<file path="src/sv/spq_pkg.sv">
// Shared types and constants for the stable max priority queue.
// No dependencies; imported by spq_cell and stable_max_priority_queue_top.
`timescale 1ns / 1ps
`default_nettype none

package spq_pkg;

    localparam int QUEUE_DEPTH   = 64;
    localparam int SEVERITY_BITS = 16;
    localparam int TAG_BITS      = 16;

    // command codes carried on s_tuser
    localparam logic [1:0] CMD_INSERT = 2'd0;
    localparam logic [1:0] CMD_SERVE  = 2'd1;
    localparam logic [1:0] CMD_CLEAR  = 2'd2;
    localparam logic [1:0] CMD_NONE   = 2'd3;

    // per-cycle operation broadcast to every cell
    localparam logic [1:0] CELL_HOLD   = 2'd0;
    localparam logic [1:0] CELL_INSERT = 2'd1;
    localparam logic [1:0] CELL_SERVE  = 2'd2;
    localparam logic [1:0] CELL_CLEAR  = 2'd3;

    typedef struct packed {
        logic                     valid;
        logic [SEVERITY_BITS-1:0] severity;
        logic [TAG_BITS-1:0]      tag;
    } entry_t;

    typedef struct packed {
        logic [1:0]               op;
        logic [SEVERITY_BITS-1:0] severity;
        logic [TAG_BITS-1:0]      tag;
    } cell_ctrl_t;

endpackage

`default_nettype wire

</file>
<file path="src/sv/spq_cell.sv">
// One slot of the sorted queue chain: holds one entry, shifts with neighbors.
// Depends on spq_pkg.
`timescale 1ns / 1ps
`default_nettype none

module spq_cell (
    input  wire logic               aclk,
    input  wire logic               aresetn,
    input  wire spq_pkg::cell_ctrl_t ctrl,
    input  wire spq_pkg::entry_t    prev_entry,  // neighbor toward the head
    input  wire logic               prev_lt,     // neighbor ranks below new item
    input  wire spq_pkg::entry_t    next_entry,  // neighbor toward the tail
    output spq_pkg::entry_t         entry,
    output logic                    my_lt
);
    import spq_pkg::*;

    logic                     valid_reg, valid_next;
    logic [SEVERITY_BITS-1:0] sev_reg, sev_next;
    logic [TAG_BITS-1:0]      tag_reg, tag_next;

    // empty slot or strictly lower severity: new item goes ahead of us
    assign my_lt = !valid_reg || (sev_reg < ctrl.severity);

    always_comb begin
        valid_next = valid_reg;
        sev_next   = sev_reg;
        tag_next   = tag_reg;
        unique case (ctrl.op)
            CELL_INSERT: begin
                if (prev_lt) begin
                    valid_next = prev_entry.valid;
                    sev_next   = prev_entry.severity;
                    tag_next   = prev_entry.tag;
                end else if (my_lt) begin
                    valid_next = 1'b1;
                    sev_next   = ctrl.severity;
                    tag_next   = ctrl.tag;
                end
            end
            CELL_SERVE: begin
                valid_next = next_entry.valid;
                sev_next   = next_entry.severity;
                tag_next   = next_entry.tag;
            end
            CELL_CLEAR: begin
                valid_next = 1'b0;
            end
            default: begin
            end
        endcase
    end

    always_ff @(posedge aclk) begin
        if (!aresetn) begin
            valid_reg <= 1'b0;
        end else begin
            valid_reg <= valid_next;
        end
        sev_reg <= sev_next;
        tag_reg <= tag_next;
    end

    assign entry.valid    = valid_reg;
    assign entry.severity = sev_reg;
    assign entry.tag      = tag_reg;

endmodule

`default_nettype wire

</file>
<file path="config.mk">
export PLATFORM = sky130hd
export DESIGN_NAME = spq_cell
export DESIGN_NICKNAME = d
export VERILOG_FILES = /design/src/sv/spq_pkg.sv /design/src/sv/spq_cell.sv
export SDC_FILE = /design/constraint.sdc
export NUM_CORES = 1
export LEC_CHECK = 0
export ABC_CLOCK_PERIOD_IN_PS = 3650
export BUFFER_PORTS_ARGS = -buffer_cell sky130_fd_sc_hd__buf_2
export CORE_ASPECT_RATIO = 1.2
export CORE_MARGIN = 4
export CORE_UTILIZATION = 31
export CTS_CLUSTER_DIAMETER = 120
export DETAILED_ROUTE_END_ITERATION = 10
export PLACE_DENSITY = 0.64
export SLEW_MARGIN = 20
export SYNTH_ARGS = -nofsm -noshare
export SYNTH_HDL_FRONTEND = slang
export SYNTH_SLANG_ARGS = --single-unit
export TNS_END_PERCENT = 5
</file>
<file path="constraint.sdc">
create_clock -name aclk -period 3.65 [get_ports aclk]
set_input_delay 0.9125 -clock aclk [delete_from_list [all_inputs] [get_ports aclk]]
set_output_delay 0.9125 -clock aclk [all_outputs]
set_load 0.01 [all_outputs]
</file>
* After elaboration in Yosys (flattened, before gate mapping)
Index checks and enable logic that the tools add are counted.
Word-level totals: register bits after elaboration 33, input bits 103
Operators by class: eq/ne operators 4, reductions and logical operators 6, mux-type cells 9, order comparisons 1
Operators with widths (number):
- two-way mux 16 bit | 4
- one-hot mux 16 bit (2 select lines) | 2
- less-than comparator 16 bit | 1
- equality test 2 bit, second input constant | 2
- AND reduction 2 bit | 2
- inequality test 3 bit, second input constant | 1
- one-hot mux 1 bit (3 select lines) | 1
- nonzero test 3 bit | 1
- equality test 2 x 1 -> 1 bit, second input constant | 1
- two-way mux 1 bit | 2
- nonzero test 2 bit | 1
- logical NOT 1 bit | 1
- logical OR 1 bit | 1

* Longest topological paths before layout
word-level depth 5, gate-level depth with buffers 7, depth with buffers taken out 7

* Worst setup path after synthesis
OpenSTA, ideal clock, no wires.
kind input to register, start point in ctrl[29] in the netlist's numbering, end point reg sev_reg[0], enable pin, stages on the path 7, buffers on the path 0, setup time 0.432 ns, setup slack -0.188 ns, data arrival time 3.406 ns, cell sequence inv_1 ha_1 a21oi_1 and2b_2 o21ai_0 nand4_1 a21oi_1
On the way: word-level cells in the longest chain between the ends 4
RTL lines:
- start: declaration | line spq_cell.sv:9 | input wire spq_pkg::cell_ctrl_t ctrl,
- less-than comparator 16 bit | line spq_cell.sv:23 | assign my_lt = !valid_reg || (sev_reg < ctrl.severity);
- logical OR 1 bit | line spq_cell.sv:23
- inequality test 3 bit (no line)
- AND reduction 2 bit (no line)
- end signal: assignment | line spq_cell.sv:60 | sev_reg <= sev_next;
- end: declaration | line spq_cell.sv:19 | logic [SEVERITY_BITS-1:0] sev_reg, sev_next;
No other way between the ends. A chain may end at the register's enable or synchronous reset.

* Worst setup path in the final report
start point in ctrl[31] in the netlist's numbering, end point out my_lt
On the way: word-level cells in the longest chain between the ends 2
RTL lines:
- less-than comparator 16 bit | line spq_cell.sv:23
- logical OR 1 bit | line spq_cell.sv:23
- end: declaration | line spq_cell.sv:14 | output logic my_lt
No other way between the ends.

==> flow_summary.ini <==
[synthesis]
synth_top_cell_by_area = edfxtp_1
seq_area_frac_synth_pct = 46.61
syn-mean-instance-area_um2 = 10.27
syn_nets = 323
synth_top_area_share_pct = 45.66
yosysUniqueCellTypes = 28
synth_area_mm2 = 0.002105
syn_inst = 205
synthTopCellsByArea = edfxtp_1 46%, mux2i_1 15%, ha_1 8.9%
yosys_warnings = 0
synth-seq-cells = 33

[clock_tree]
clockRootBuffer = clkbuf_8
postCtsSetupRepairBufs = 0
clkLatencyLatePin_ns = 0.28
htree_levels = 2
numCtsBuffers = 5
cts_buffer_depth = 2
cts_num_sinks = 33
cts_resized = 0
hold_buffers = 0
clkSlewWorstSetupHoldPaths_ns = 0.07
cts_tree = yes

[pwr]
powerDensity_mw_per_mm2 = 340.5
comb_power_share_pct = 26.1
internal-power_w = 0.0007234
p_sw_share_pct = 28.24
finalPower_w = 0.001008
p_seq_share_pct = 48.1
clkPwrFrac_pct = 25.8
p_sw_w = 0.0002847
power_leakage_nw = 1.467
vdd_ir_drop_max_mv = 0.1602

[routing]
drt_pass1_iterations = 4
drc = 0
wirelength_um = 5547
viasPerCell = 4.530
drt_iter0_markers = 61
postRouteAntennaNets = 0
drt-wirelength-per-cell_um = 12.96
num_vias = 1939

[timing]
worstMarginPinSlew_ns = 0.5488
fin_skew_ns = 0.004077
fmax_mhz = 293.6
slew_headroom_pct = 63.34
rsz0062_at_grt = false
setup_viol_count_final = 0
slew_viol_final = 0
tns_ns = 0
fin_crit_sh_pct = 93.33
hold_slack_ns = 0.7439
fin_crit_ns = 3.406
hold_viol = 0

[floorplanning]
io-pin-count = 137
start_util_pct = 32.25
chipWidth_um = 83.22
core_mm2 = 0.006526
die_h_um = 98.26
row_count = 32
dieArea_mm2 = 0.008177

[final_layout]
drive_gt1_share_pct = 44.61
final_cell_area_mm2 = 0.002960
seqCellArea_um2 = 980.9
syn2layout_area_growth_pct = 40.67
multi_input_area_mm2 = 0.001010
final_common_cell = buf_2
final_cell_mix = 136 x buf_2, 38 x nand2_1, 36 x o21ai_0
post-route-util_pct = 45.36
diodes = 0
nets = 460
n_fill_cell = 666

[global_routing]
grt_max_degree = 39
antenna_found_initial = 0
grt_pass1_vias = 2066
grt_usage_pct = 13.84
grt_overflow = 0
grt_pass1_wl_um = 9266

[placement]
io_buffers = 136
dp.final_hpwl_um = 4662
place_congestion = 0.7946
placed_cell_area_mm2 = 0.002879

[worst_setup_path]
crit_type = input pin to primary output
cp_max_fo = 3
required_ns = 2.74
cp-end-kind = primary output
startpoint_type = input pin
cp.arrival_ns = 2.49

[outcome]
status = finished clean

[hold_path]
hold_class = flip-flop to flip-flop

[job]
max-cap-violations = 0
[kinds of logic after synthesis]
family / Yosys count / share of synthesized area [%]
flops: 33 / 46.61
mux: 32 / 15.22
fa+ha+maj: 15 / 8.918
compound gates: 44 / 10.76
xor+xnor: 1 / 0.4162
simple gates: 53 / 11.77
buf+inv: 27 / 6.301
[synthesized netlist by cell type]
| library cell | n |
|---|---|
| o21a_1 | 1 |
| nor2_1 | 2 |
| nor3b_1 | 1 |
| buf_8 | 1 |
| inv_1 | 15 |
| buf_4 | 1 |
| buf_2 | 5 |
| nor3_1 | 2 |
| nor2b_1 | 1 |
| ha_1 | 15 |
| or4b_1 | 1 |
| xnor2_1 | 1 |
| and2_1 | 1 |
| nand4_1 | 2 |
| edfxtp_1 | 32 |
| o21ai_0 | 36 |
| clkbuf_1 | 4 |
| nor3_2 | 1 |
| nand2b_1 | 1 |
| clkbuf_8 | 1 |
| dfxtp_1 | 1 |
| a2111oi_0 | 1 |
| nand2_1 | 38 |
| nand4_2 | 1 |
| and2b_2 | 1 |
| mux2i_1 | 32 |
| nand3b_1 | 1 |
| a21oi_1 | 6 |
[per-stage QoR]
step | setup slack [ns] | instances
floorplan | 0.4267 | 205
CTS | 0.2177 | 428
global route | 0.06556 | 428
finish | 0.2435 | 428
global placement | 0.2535 | 420
detailed placement | 0.2289 | 420
[final timing paths]
path            endpoint  slack [ns]        start  cells past startpoint
min reg2reg    valid_reg        0.74    valid_reg                      3
max                my_lt        0.24     ctrl[31]                      9
min            valid_reg        0.74    valid_reg                      3
max reg2reg  tag_reg[14]        1.23  sev_reg[13]                      8
[power groups by stage]
stage	sequential [W]	clock, W	combinational (W)
floorplan	0.000514	0	0.000116
global placement	0.000492	0	0.000265
detailed placement	0.000494	0	0.000269
CTS	0.000485	0.000276	0.000270
global route	0.000490	0.000287	0.000301
finish	0.000485	0.000260	0.000263
[area by class of cell]
class | count | area share, %
Clock buffer | 5 | 2.325
Clock inverter | 3 | 0.4227
Inverter | 15 | 1.902
Multi-Input combinational cell | 145 | 34.11
Sequential cell | 33 | 33.14
Tap cell | 85 | 3.593
Timing Repair Buffer | 142 | 24.51
[critical path, cell delays in order]
cell and delay (ns):
buf_2 0.09, inv_1 0.04, ha_1 0.29, nand4_2 0.14, nor3_2 0.24, or4b_1 0.44
nand4_1 0.13, nand2_1 0.06, buf_2 0.14
[routing by layer]
layer,vias to the layer above,wire (um),global-route usage (%)
met3,4,629,6.160
li1,1001,-,-
met1,846,2118,14.30
met5,-,0,0
met4,0,57,4.151
met2,88,2741,25.06
(Power assumes the default switching activity.)
